## src/rtl/pqd_pkg.sv

```systemverilog
package pqd_pkg;

	localparam int PRIO_BITS     = 3;
	localparam int END_BITS      = 4;
	localparam int CFG_IDX_BITS  = 3;
	localparam int CFG_DATA_BITS = 4;

	localparam int QUEUE_DEPTH_DEF = 16;
	localparam int SLOT_COUNT_DEF  = 10;
	localparam int ID_BITS_DEF     = 16;

	localparam logic [CFG_IDX_BITS-1:0] CFG_ORDER_MODE  = 3'd0;
	localparam logic [CFG_IDX_BITS-1:0] CFG_URGENT_MAX  = 3'd1;
	localparam logic [CFG_IDX_BITS-1:0] CFG_SERIOUS_MAX = 3'd2;
	localparam logic [CFG_IDX_BITS-1:0] CFG_FIRST_END   = 3'd3;
	localparam logic [CFG_IDX_BITS-1:0] CFG_SECOND_END  = 3'd4;

	localparam logic                 ORDER_MODE_RST  = 1'b1;
	localparam logic [PRIO_BITS-1:0] URGENT_MAX_RST  = 3'd2;
	localparam logic [PRIO_BITS-1:0] SERIOUS_MAX_RST = 3'd4;
	localparam logic [END_BITS-1:0]  FIRST_END_RST   = 4'd3;
	localparam logic [END_BITS-1:0]  SECOND_END_RST  = 4'd7;

	typedef struct packed {
		logic                 order_mode;
		logic [PRIO_BITS-1:0] urgent_max;
		logic [PRIO_BITS-1:0] serious_max;
		logic [END_BITS-1:0]  first_end;
		logic [END_BITS-1:0]  second_end;
	} cfg_t;

	typedef struct packed {
		logic                 ins;
		logic                 pop;
		logic                 order_mode;
		logic [PRIO_BITS-1:0] prio;
	} cell_ctl_t;

endpackage

```

## src/rtl/pqd_cell.sv

```systemverilog
module pqd_cell #(
	parameter int ID_BITS = pqd_pkg::ID_BITS_DEF
) (
	input  logic                          clk,
	input  logic                          arst_n,
	input  pqd_pkg::cell_ctl_t            ctl,
	input  logic [ID_BITS-1:0]            new_id,
	input  logic                          left_v,
	input  logic [ID_BITS-1:0]            left_id,
	input  logic [pqd_pkg::PRIO_BITS-1:0] left_prio,
	input  logic                          right_v,
	input  logic [ID_BITS-1:0]            right_id,
	input  logic [pqd_pkg::PRIO_BITS-1:0] right_prio,
	input  logic                          found_in,
	output logic                          found_out,
	output logic                          v,
	output logic [ID_BITS-1:0]            id,
	output logic [pqd_pkg::PRIO_BITS-1:0] prio
);

	logic                          v_q;
	logic [ID_BITS-1:0]            id_q;
	logic [pqd_pkg::PRIO_BITS-1:0] prio_q;
	logic                          hit;

	assign hit       = !v_q || (ctl.order_mode && (prio_q > ctl.prio));
	assign found_out = found_in || hit;

	always_ff @(posedge clk or negedge arst_n) begin
		if (!arst_n) begin
			v_q <= 1'b0;
		end else if (ctl.pop) begin
			v_q <= right_v;
		end else if (ctl.ins) begin
			if (found_in) begin
				v_q <= left_v;
			end else if (hit) begin
				v_q <= 1'b1;
			end
		end
	end

	always_ff @(posedge clk) begin
		if (ctl.pop) begin
			id_q   <= right_id;
			prio_q <= right_prio;
		end else if (ctl.ins) begin
			if (found_in) begin
				id_q   <= left_id;
				prio_q <= left_prio;
			end else if (hit) begin
				id_q   <= new_id;
				prio_q <= ctl.prio;
			end
		end
	end

	assign v    = v_q;
	assign id   = id_q;
	assign prio = prio_q;

endmodule

```

## src/rtl/pqd_slot_pick.sv

```systemverilog
module pqd_slot_pick #(
	parameter int SLOT_COUNT = pqd_pkg::SLOT_COUNT_DEF,
	parameter int SLOT_BITS  = 4
) (
	input  pqd_pkg::cfg_t                 cfg,
	input  logic [pqd_pkg::PRIO_BITS-1:0] prio,
	input  logic [SLOT_COUNT-1:0]         busy,
	output logic                          found,
	output logic [SLOT_BITS-1:0]          slot,
	output logic [SLOT_COUNT-1:0]         mask
);

	localparam int W = SLOT_BITS + 1;

	logic [W-1:0]          lo;
	logic [W-1:0]          hi;
	logic [SLOT_COUNT-1:0] cand;

	always_comb begin
		if (prio <= cfg.urgent_max) begin
			lo = '0;
			hi = W'(cfg.first_end);
		end else if (prio <= cfg.serious_max) begin
			lo = W'(cfg.first_end) + W'(1);
			hi = W'(cfg.second_end);
		end else begin
			lo = W'(cfg.second_end) + W'(1);
			hi = {W{1'b1}};
		end
	end

	always_comb begin
		for (int i = 0; i < SLOT_COUNT; i++) begin
			cand[i] = !busy[i] && (W'(i) >= lo) && (W'(i) <= hi);
		end
	end

	assign mask  = cand & (~cand + SLOT_COUNT'(1));
	assign found = |cand;

	always_comb begin
		slot = '0;
		for (int i = 0; i < SLOT_COUNT; i++) begin
			if (mask[i]) begin
				slot = slot | SLOT_BITS'(i);
			end
		end
	end

endmodule

```

## src/rtl/priority_queue_pool_dispatcher.sv

```systemverilog
// Request queue with pooled slot dispatch.
// Input channel (in_valid / in_stall) carries one item per step: an optional
// arrival with its priority and an optional slot release. The item is
// applied in the cycle it is accepted (insert into the queue, free the slot);
// the dispatch step that follows looks at the queue head and, if its pool
// has a free slot, gives it the lowest one and pops it. Every item yields
// exactly one result item on the output channel (out_valid / out_stall),
// held in an output register. No new item is taken until the dispatch
// step of the last item has run; in_stall is high meanwhile.
// While out_stall holds a result, the block still takes one more item and
// applies it; its dispatch cycle then waits for the output register and
// in_stall stays high meanwhile.
// Reset empties the queue, frees all slots, sets the next id to one and
// loads the default pool configuration. Configuration writes (cfg_we,
// cfg_index, cfg_data) take effect at once and belong between items.
module priority_queue_pool_dispatcher #(
	parameter int QUEUE_DEPTH = pqd_pkg::QUEUE_DEPTH_DEF,
	parameter int SLOT_COUNT  = pqd_pkg::SLOT_COUNT_DEF,
	parameter int ID_BITS     = pqd_pkg::ID_BITS_DEF,
	parameter int SLOT_BITS   = ($clog2(SLOT_COUNT) > pqd_pkg::END_BITS) ?
		$clog2(SLOT_COUNT) : pqd_pkg::END_BITS,
	parameter int CNT_BITS    = $clog2(QUEUE_DEPTH + 1)
) (
	input  logic                              clk,
	input  logic                              arst_n,
	input  logic                              cfg_we,
	input  logic [pqd_pkg::CFG_IDX_BITS-1:0]  cfg_index,
	input  logic [pqd_pkg::CFG_DATA_BITS-1:0] cfg_data,
	input  logic                              in_valid,
	output logic                              in_stall,
	input  logic                              arrival_valid,
	input  logic [pqd_pkg::PRIO_BITS-1:0]     arrival_priority,
	input  logic                              release_valid,
	input  logic [SLOT_BITS-1:0]              release_slot,
	output logic                              out_valid,
	input  logic                              out_stall,
	output logic                              dispatched,
	output logic [ID_BITS-1:0]                dispatched_id,
	output logic [pqd_pkg::PRIO_BITS-1:0]     dispatched_priority,
	output logic [SLOT_BITS-1:0]              dispatched_slot,
	output logic                              arrival_dropped,
	output logic [CNT_BITS-1:0]               queue_count
);

	pqd_pkg::cfg_t      cfg_q;
	pqd_pkg::cell_ctl_t ctl;

	logic                  busy_q;
	logic [CNT_BITS-1:0]   count_q;
	logic [ID_BITS-1:0]    next_id_q;
	logic [SLOT_COUNT-1:0] slot_map_q;
	logic                  dropped_s1;

	logic                          out_valid_q;
	logic                          disp_q;
	logic [ID_BITS-1:0]            disp_id_q;
	logic [pqd_pkg::PRIO_BITS-1:0] disp_prio_q;
	logic [SLOT_BITS-1:0]          disp_slot_q;
	logic                          dropped_q;
	logic [CNT_BITS-1:0]           qcount_q;

	logic                          accept;
	logic                          full;
	logic                          ins;
	logic                          disp_go;
	logic                          pop;
	logic                          pick_found;
	logic [SLOT_BITS-1:0]          pick_slot;
	logic [SLOT_COUNT-1:0]         pick_mask;
	logic [SLOT_COUNT-1:0]         rel_mask;

	logic [QUEUE_DEPTH-1:0]                        cell_v;
	logic [QUEUE_DEPTH-1:0][ID_BITS-1:0]           cell_id;
	logic [QUEUE_DEPTH-1:0][pqd_pkg::PRIO_BITS-1:0] cell_prio;
	logic [QUEUE_DEPTH:0]                          found;

	assign in_stall = busy_q;
	assign accept   = in_valid && !busy_q;
	assign full     = (count_q == CNT_BITS'(QUEUE_DEPTH));
	assign ins      = accept && arrival_valid && !full;
	assign disp_go  = busy_q && (!out_valid_q || !out_stall);
	assign pop      = disp_go && cell_v[0] && pick_found;

	assign ctl.ins        = ins;
	assign ctl.pop        = pop;
	assign ctl.order_mode = cfg_q.order_mode;
	assign ctl.prio       = arrival_priority;

	assign found[0] = 1'b0;

	for (genvar g = 0; g < QUEUE_DEPTH; g++) begin : g_cell
		logic                          lv;
		logic [ID_BITS-1:0]            lid;
		logic [pqd_pkg::PRIO_BITS-1:0] lprio;
		logic                          rv;
		logic [ID_BITS-1:0]            rid;
		logic [pqd_pkg::PRIO_BITS-1:0] rprio;

		if (g == 0) begin : g_head
			assign lv    = 1'b0;
			assign lid   = '0;
			assign lprio = '0;
		end else begin : g_left
			assign lv    = cell_v[g-1];
			assign lid   = cell_id[g-1];
			assign lprio = cell_prio[g-1];
		end

		if (g == QUEUE_DEPTH - 1) begin : g_tail
			assign rv    = 1'b0;
			assign rid   = '0;
			assign rprio = '0;
		end else begin : g_right
			assign rv    = cell_v[g+1];
			assign rid   = cell_id[g+1];
			assign rprio = cell_prio[g+1];
		end

		pqd_cell #(
			.ID_BITS(ID_BITS)
		) u_cell (
			.clk       (clk),
			.arst_n    (arst_n),
			.ctl       (ctl),
			.new_id    (next_id_q),
			.left_v    (lv),
			.left_id   (lid),
			.left_prio (lprio),
			.right_v   (rv),
			.right_id  (rid),
			.right_prio(rprio),
			.found_in  (found[g]),
			.found_out (found[g+1]),
			.v         (cell_v[g]),
			.id        (cell_id[g]),
			.prio      (cell_prio[g])
		);
	end

	pqd_slot_pick #(
		.SLOT_COUNT(SLOT_COUNT),
		.SLOT_BITS (SLOT_BITS)
	) u_pick (
		.cfg  (cfg_q),
		.prio (cell_prio[0]),
		.busy (slot_map_q),
		.found(pick_found),
		.slot (pick_slot),
		.mask (pick_mask)
	);

	always_comb begin
		for (int i = 0; i < SLOT_COUNT; i++) begin
			rel_mask[i] = release_valid && (release_slot == SLOT_BITS'(i));
		end
	end

	always_ff @(posedge clk or negedge arst_n) begin
		if (!arst_n) begin
			cfg_q.order_mode  <= pqd_pkg::ORDER_MODE_RST;
			cfg_q.urgent_max  <= pqd_pkg::URGENT_MAX_RST;
			cfg_q.serious_max <= pqd_pkg::SERIOUS_MAX_RST;
			cfg_q.first_end   <= pqd_pkg::FIRST_END_RST;
			cfg_q.second_end  <= pqd_pkg::SECOND_END_RST;
		end else if (cfg_we) begin
			case (cfg_index)
				pqd_pkg::CFG_ORDER_MODE: begin
					cfg_q.order_mode <= cfg_data[0];
				end
				pqd_pkg::CFG_URGENT_MAX: begin
					cfg_q.urgent_max <= cfg_data[pqd_pkg::PRIO_BITS-1:0];
				end
				pqd_pkg::CFG_SERIOUS_MAX: begin
					cfg_q.serious_max <= cfg_data[pqd_pkg::PRIO_BITS-1:0];
				end
				pqd_pkg::CFG_FIRST_END: begin
					cfg_q.first_end <= cfg_data[pqd_pkg::END_BITS-1:0];
				end
				pqd_pkg::CFG_SECOND_END: begin
					cfg_q.second_end <= cfg_data[pqd_pkg::END_BITS-1:0];
				end
				default: begin
				end
			endcase
		end
	end

	always_ff @(posedge clk or negedge arst_n) begin
		if (!arst_n) begin
			busy_q      <= 1'b0;
			count_q     <= '0;
			next_id_q   <= ID_BITS'(1);
			slot_map_q  <= '0;
			dropped_s1  <= 1'b0;
			out_valid_q <= 1'b0;
			disp_q      <= 1'b0;
			disp_id_q   <= '0;
			disp_prio_q <= '0;
			disp_slot_q <= '0;
			dropped_q   <= 1'b0;
			qcount_q    <= '0;
		end else begin
			if (accept) begin
				busy_q     <= 1'b1;
				dropped_s1 <= arrival_valid && full;
				slot_map_q <= slot_map_q & ~rel_mask;
				if (ins) begin
					count_q   <= count_q + CNT_BITS'(1);
					next_id_q <= next_id_q + ID_BITS'(1);
				end
				if (out_valid_q && !out_stall) begin
					out_valid_q <= 1'b0;
				end
			end else if (disp_go) begin
				busy_q      <= 1'b0;
				out_valid_q <= 1'b1;
				disp_q      <= pop;
				disp_id_q   <= pop ? cell_id[0] : '0;
				disp_prio_q <= pop ? cell_prio[0] : '0;
				disp_slot_q <= pop ? pick_slot : '0;
				dropped_q   <= dropped_s1;
				qcount_q    <= pop ? count_q - CNT_BITS'(1) : count_q;
				if (pop) begin
					count_q    <= count_q - CNT_BITS'(1);
					slot_map_q <= slot_map_q | pick_mask;
				end
			end else if (out_valid_q && !out_stall) begin
				out_valid_q <= 1'b0;
			end
		end
	end

	assign out_valid           = out_valid_q;
	assign dispatched          = disp_q;
	assign dispatched_id       = disp_id_q;
	assign dispatched_priority = disp_prio_q;
	assign dispatched_slot     = disp_slot_q;
	assign arrival_dropped     = dropped_q;
	assign queue_count         = qcount_q;

	a_count_matches_cells: assert property (@(posedge clk) disable iff (!arst_n)
		$countones(cell_v) == 32'(count_q))
		else $error("fill count disagrees with valid cells");

	a_pick_onehot: assert property (@(posedge clk) disable iff (!arst_n)
		cell_v[0] |-> ($onehot0(pick_mask) && ((pick_mask & slot_map_q) == '0)))
		else $error("slot pick not a single free slot");

	a_pop_needs_head: assert property (@(posedge clk) disable iff (!arst_n)
		pop |-> cell_v[0])
		else $error("pop from empty queue");

	a_accept_then_dispatch: assert property (@(posedge clk) disable iff (!arst_n)
		accept |=> busy_q && !accept)
		else $error("accept not followed by dispatch cycle");

endmodule

```

## config.mk

```make
export PLATFORM = sky130hd
export DESIGN_NAME = priority_queue_pool_dispatcher
export DESIGN_NICKNAME = d
export VERILOG_FILES = /design/src/rtl/pqd_pkg.sv /design/src/rtl/pqd_cell.sv /design/src/rtl/pqd_slot_pick.sv /design/src/rtl/priority_queue_pool_dispatcher.sv
export SDC_FILE = /design/constraint.sdc
export NUM_CORES = 1
export LEC_CHECK = 0
export BUFFER_PORTS_ARGS = -buffer_cell sky130_fd_sc_hd__clkbuf_2
export CAP_MARGIN = 20
export CORE_AREA = 2 2 201 203
export CTS_BUF_LIST = sky130_fd_sc_hd__clkbuf_2
export DETAILED_ROUTE_END_ITERATION = 8
export DIE_AREA = 0 0 203 205
export PLACE_DENSITY = 0.8
export SLEW_MARGIN = 20
export SYNTH_ARGS = -nofsm -noshare
export SYNTH_HDL_FRONTEND = slang
export SYNTH_SLANG_ARGS = --single-unit
```

## constraint.sdc

```tcl
create_clock -name clk -period 7.2 [get_ports clk]
set_input_delay 1.44 -clock clk [delete_from_list [all_inputs] [get_ports clk]]
set_output_delay 1.44 -clock clk [all_outputs]
set_load 0.01 [all_outputs]
```

==> results of run 1 <==
[registers in the layout (all words and copies together) (netlist names), 3 cells and up]
| signal | flops |
|---|---|
| next_id_q | 16 |
| cfg_q | 15 |
| g_cell.u_cell.id | 256 |
| count_q | 5 |
| dispatched_priority | 3 |
| g_cell.u_cell.prio | 48 |
| queue_count | 5 |
| dispatched_slot | 4 |
| dispatched_id | 16 |
| slot_map_q | 10 |
| g_cell.u_cell.v | 16 |
[critical path, delay by kind of cell (launching register included)]
| family | cells | cell delay [ns] |
|---|---|---|
| AO/OA/AOI/OAI | 4 | 1.41 |
| AND/OR/NAND/NOR | 5 | 1.23 |
| adder cells (fa/ha/maj) | 2 | 0.76 |
| buffers and inverters | 2 | 0.75 |
| flip-flops | 1 | 0.51 |
| multiplexers | 1 | 0.39 |
[per-layer routing]
metal  routed length [um]  up-vias  global-route usage
met2                25280      597              0.4311
met3                 3344      162             0.04836
met1                21220     8022              0.3097
met4                 1587        2              0.1082
met5                   13        -                   0
li1                     -     7608                   -
[cells in the mapped netlist (3+ instances only)]
cell	n	area share
and2_1	4	0.0012
nand2_1	414	0.072
a21oi_1	34	0.0079
mux2i_1	269	0.13
buf_1	11	0.0019
xor2_1	4	0.0016
nor2b_1	14	0.0041
buf_6	4	0.0021
a31oi_1	24	0.0070
nand3_1	41	0.0095
o21ai_1	210	0.049
dfrtp_1	86	0.10
dfstp_2	9	0.011
o211ai_1	11	0.0038
and3_1	7	0.0020
dfxtp_1	19	0.018
nor3_1	7	0.0016
mux2_2	14	0.0073
a211oi_1	20	0.0070
and3b_1	3	0.0012
nand3b_1	3	0.0010
xnor2_1	15	0.0061
clkbuf_1	106	0.019
or3_1	6	0.0017
a21o_1	11	0.0038
a22o_1	18	0.0073
nand2b_1	6	0.0017
nor2_1	83	0.014
o31ai_1	5	0.0017
ha_1	59	0.034
or4_1	3	0.0010
edfxtp_1	285	0.40
inv_1	43	0.0075
nand4_1	12	0.0035
o21ai_0	105	0.024
o21a_1	14	0.0049
buf_4	20	0.0070
o31a_1	4	0.0016
buf_2	25	0.0058
[worst max path at each step]
| stage | start | endpoint |
|---|---|---|
| after detailed placement | cfg_q[10] | g_cell[2].u_cell.v |
| after global routing | cfg_q[10] | g_cell[2].u_cell.v |
| after floorplan | arrival_priority[2] | g_cell[12].u_cell.id[0] |
| final | g_cell[0].u_cell.prio[1] | g_cell[2].u_cell.id[14] |
| after CTS | g_cell[0].u_cell.prio[1] | g_cell[2].u_cell.id[7] |
| after global placement | cfg_q[10] | g_cell[2].u_cell.id[11] |
[stage by stage]
stage                     instances  utilization  cell area, um^2  power, W
final                          2714       0.5868            23100   0.01124
after global routing           2714       0.5868            23100   0.01207
after floorplan                2075            -            21500  0.008250
after global placement         2528       0.5607            22070  0.009379
after detailed placement       2528       0.5609            22080  0.009585
after CTS                      2710       0.5856            23050   0.01122
[logic make-up (layout without fill, tap and decap cells)]
family	after synthesis	in the layout	share of synthesized area
xor+xnor	19	19	0.007738
buf+inv	209	320	0.04282
fa+ha+maj	59	59	0.03433
flops	399	399	0.5267
other cells	0	3	0
simple gates	617	617	0.1214
mux	283	283	0.1325
compound gates	489	489	0.1344
[cell type report]
type	instances	area, um^2
flip-flops and latches	399	11330
fillers	3278	16260
diodes	3	7.507
clock inverters	27	195.2
repair buffers	95	655.6
well taps	525	656.9
multi-input cells	1467	9323
inverters	43	161.4
clock buffers	155	775.7
[report_power, final]
part           internal (W)  switching, W  leakage, nW
sequential          0.00425      0.000843         4.05
clock              0.000678      0.000950        0.730
combinational       0.00166       0.00286         4.07
total               0.00659       0.00466         8.85
==> metrics.txt, run 1 <==
outcome=finished clean; fin nets=around 2200; post-CTS setup repair buffer count=0; via/cell ratio=slightly above 6; commonest non-fill, non-tap cell in the layout=nand2_1; Worst Tran Pin Value=approximately 0.94 ns; most frequent cells in the layout=nand2_1, edfxtp_1, mux2i_1, o21ai_1, clkbuf_2; async set-reset flop share out of synthesis=0.2381; DP HPWL=roughly 35000 um; sequential area share after synthesis=0.5267; Synth Area per Inst=between 10 and 15 um^2; vias in the first global route=between 15000 and 20000; Placement Setup Slack=~1.7 ns; clk buf depth=3; gr usage total=0.2509; syn_nets=between 2000 and 2500; unrepaired setup endpoints after global routing=no; Port Buf Inserts=52; row count=73; Worst path slowest cell=o21ai_4; Boundary Pins=53; maximum vdd drop=approximately 230 uV; period utilization=0.7496; Final Hold Viols=0; Max Fanout on Critical Path=37; H-Tree Level Count=3; Core Area=39370 um^2; R2R depth=14; Post-DRT Antenna Nets=0; fin crit period=roughly 5.4 ns; max-cap violation count=0; DRC=0; hold slack=0.3767 ns; DR iter-0 viols=1443; Netlist Area Pre-Place=21500 um^2; Post-synth EDFFs=between 200 and 300; die area=about 42000 um^2; f_max=around 0.19 GHz; CP arrival=slightly above 6 ns; headroom to the max-slew limit=0.3715; Pwr Density=~490 nW/um^2; RR Startpoint=g_cell[0].u_cell.prio[1]; leakage power=a little under 9 nW; Critical Path Max Stage Delay=about 0.6 ns; detailed-route via count=between 15000 and 20000; Die Ht=a little over 200 um; post-cts resize count=0; reg2reg end=g_cell[2].u_cell.id[14]; Setup Skew=0.09213 ns; setup_tns=0 ns; Final setup viols=0; worst-skew pair later-pin latency=approximately 1.1 ns; kind of critical path=flop to flop; initial antenna violation count=3; root buf cell=clkbuf_2; TritonCTS clock tree=yes; first-pass GRT wire length=about 84000 um; total CTS buffers=98; worst min path class=input port to asynchronous set/reset pin; CTS Hold Bufs=0; Max Transition Viols Final=0; R2R Setup Slk=about 1.8 ns; WL per Instance=between 15 and 20 um; routability cong.=0.9620; drt total wl=51450 um; 1st-pass router iterations=6; largest net degree at the start of global routing=~160; Yosys reg bits=399; Die W=203 um; setup slack after layout=1.803 ns; crit start category=flop; Worst-path clk slew=approximately 0.11 ns; CP Capture Type=flop; YS warnings=0; distinct cell type count after synthesis=77; grt ovf=0; CP required=just under 8 ns; initial core utilization=0.5463; clk sink count=~400; Area growth, synth to finish=7.430%; worst path cell trace=ha_1, nand3_1, o21ai_1, nor2_2, mux2_2, ha_1, and4_1, nor2_1, o311a_1, or3_1, o21ai_4, buf_4, buf_4, o21ai_4; layout cell share with drive strength beyond 1=0.1395; top_reg_cell synth=edfxtp_1; Mapped Cells=between 2000 and 2500
Power figures use the tool's default switching activity.
==> inputs of run 2 (changes only) <==
- ABC_AREA: not set -> 1
- CORE_AREA: 2 2 201 203 -> 2 2 202 204
- DIE_AREA: 0 0 203 205 -> 0 0 204 206
- PLACE_DENSITY: 0.8 -> 0.82
- clock period: 7.2 -> 4.7 ns (I/O delays scaled with it)
==> run 2 against run 1 <==
Net effect:
- first-iteration DRC count grew 89%
- sequential share of layout area down 0.51 points
- wire length rose by 22%
- die area up 0.98%
- worst hold slack got worse by 0.29 ns
- total power is 19% higher
- global-route usage grew 5.0 points
- final cell count is 18% higher
- fmax grew 25%
- highest routed layer is now met4
- design area rose by 1.1%
- setup slack got worse by 1.4 ns
==> metrics.txt, run 2 <==
worst-skew pair later-pin latency=around 1.2 ns; f_max=around 0.23 GHz; Worst path slowest cell=buf_4; multi-input logic area=about 8600 um^2; headroom to the max-slew limit=0.2342; vias in the first global route=approximately 18000; syn_nets=about 2600; outcome=finished clean; WL per Instance=~20 um; crit start category=flop; YS warnings=0; CP required=around 5.7 ns; layout cell share with drive strength beyond 1=0.1289; DR iter-0 viols=~2700; Met2 Wirelength=approximately 27000 um; Worst Tran Pin Value=approximately 1.1 ns; via/cell ratio=between 5 and 6; Synth Area per Inst=about 8.5 um^2; worst path cell trace=inv_1, ha_1, nand3_1, nand2_2, nand2_4, nand2_1, nand2_2, ha_1, inv_1, nand3_1, nand3_1, nand2_2, o21ai_1, nand2_1, nand2_1, inv_2, nand3_4, nand2_8, clkinv_2, buf_4, nand2_1, o21ai_1; CP arrival=5.31 ns; cell count after placement=about 3000; post-cts resize count=0; Core Area=~40000 um^2; biggest area consumer among synthesized cells=edfxtp_1; Critical Path Max Stage Delay=about 0.62 ns; TritonCTS clock tree=yes; Max Fanout on Critical Path=78; setup_tns=0 ns; drt total wl=roughly 63000 um; worst min path class=input port to flop; async set-reset flop share out of synthesis=0.2381; die area=between 40000 and 50000 um^2; Final Non-Filler Cells=3196; Reg area=~11000 um^2; initial core utilization=0.5370; routability cong.=0.9266; row count=74; distinct cell type count after synthesis=between 40 and 50; fin nets=between 2000 and 3000; kind of critical path=flop to flop; Setup Skew=~0.15 ns; Boundary Pins=53; H-Tree Level Count=3; total CTS buffers=99; most frequent cells after synthesis=nand2_1, edfxtp_1, o21ai_0; Max Transition Viols Final=0; Synth top area share=0.3966; largest cells by area after synthesis=edfxtp_1, nand2_1, dfrtp_1; fin crit period=around 4.3 ns; top sig layer=met4; Yosys reg bits=399; root buf cell=clkbuf_2; DP HPWL=approximately 43000 um; hold depth=3; max reg flops=256; 1st-pass router iterations=6; commonest non-fill, non-tap cell in the layout=nand2_1; maximum vdd drop=a little over 200 uV; CP Capture Type=flop; most frequent cells in the layout=nand2_1, edfxtp_1, nor2_1, o21ai_0, inv_1; first-pass GRT wire length=around 100000 um; max-cap violation count=0; clk buf depth=3; Netlist Area Pre-Place=21580 um^2; period utilization=0.9215; detailed-route via count=~19000; clk sink count=around 400; Post-synth EDFFs=roughly 290; Worst-path clk slew=around 0.11 ns; Fillers=3497; leakage power=roughly 10 nW; gr usage total=0.3009; R2R depth=22; initial antenna violation count=2; Pwr Density=~570 nW/um^2; Die W=just over 200 um; Port Buf Inserts=52; Final Hold Viols=0; unrepaired setup endpoints after global routing=no; cell with the most instances after synthesis=nand2_1; Met1 Routed Length=roughly 26000 um; Critical Path Most Common Cell=nand2_1; Area growth, synth to finish=8.187%; top_reg_cell synth=edfxtp_1; DR WL met3=7850 um; Final setup viols=0; Die Ht=between 200 and 250 um; largest net degree at the start of global routing=a little under 80; Mapped Cells=approximately 2500; sequential area share after synthesis=0.5249; Post-DRT Antenna Nets=0; grt ovf=0; DRC=0
[run 2: changes by cell type after synthesis, moves of 29 or more]
cell	before	now
a31oi_1	24	130
buf_2	25	54
inv_1	43	224
mux2i_1	269	0
nand2_1	414	680
nand3_1	41	116
nor2_1	83	229
o211ai_1	11	99
o21ai_0	105	233
o21ai_1	210	41
[run 2: layer usage]
metal  vias to the layer above  GRT usage
li1                       8761          -
met1                      8851     0.4335
met2                      1267     0.4295
met3                       172    0.07253
met4                         0     0.1379
met5                         -          0
[run 2: kinds of logic after synthesis]
kind of cell	synth area share
adder cells (fa/ha/maj)	0.03421
AO/OA/AOI/OAI	0.1548
AND/OR/NAND/NOR	0.2019
buffers and inverters	0.07688
flip-flops	0.5249
XOR/XNOR	0.007306
[run 2: timing repair]
| item | CTS | global route |
|---|---|---|
| endpoints found under the setup margin | 0 | 0 |
| hold endpoints to repair | 54 | 0 |
| buffers inserted | 0 | 0 |
| hold buffers | 1 | 0 |
[run 2: critical path, delay by kind of cell, from the launching register on]
kind | cells | cell delay (ns)
buffers and inverters | 5 | 0.92
and+or+nand+nor | 13 | 1.64
DFF | 1 | 0.54
AOI/OAI and AO/OA | 2 | 0.42
adders and majority gates | 2 | 0.56
[run 2: final timing paths]
check / slack (ns) / end / start
max in group asynchronous: 3.19 / next_id_q[0] / arst_n
worst min-delay path: 0.09 / cfg_q[7] / cfg_data[3]
min in group asynchronous: 0.44 / count_q[1] / arst_n
worst min register to register: 0.48 / dispatched_slot[3] / dispatched_slot[3]
worst max register to register: 0.37 / g_cell[13].u_cell.id[14] / cfg_q[10]
worst max-delay path: 0.37 / g_cell[13].u_cell.id[14] / cfg_q[10]
[run 2: layout make-up]
cell class              instances  area share
repair buffers                128     0.03902
clock buffers                 163     0.03494
well taps                     532     0.02851
multi-input cells            1715      0.3696
inverters                     232     0.03735
clock inverters                23    0.004931
flip-flops and latches        399      0.4852
diodes                          4   0.0004287
[run 2: metrics by stage]
stage,utilization,area (um^2),setup slack [ns],total power [W],hold WS [ns]
finish,0.5810,23350,0.3688,0.01340,0.08903
floorplan,-,21580,0.1111,0.009266,0.4530
detailed placement,0.5571,22390,0.08240,0.01088,0.4652
global placement,0.5571,22390,0.2216,0.01066,0.4643
CTS,0.5806,23330,0.4630,0.01328,0.01318
global route,0.5810,23350,0.05298,0.01425,0.05629
[run 2: power by group]
group	internal, W	leakage, nW	total (W)	switching [W]
clock network	0.000920	0.723	0.00242	0.00150
registers	0.00534	4.03	0.00623	0.000888
logic	0.00164	5.65	0.00476	0.00311
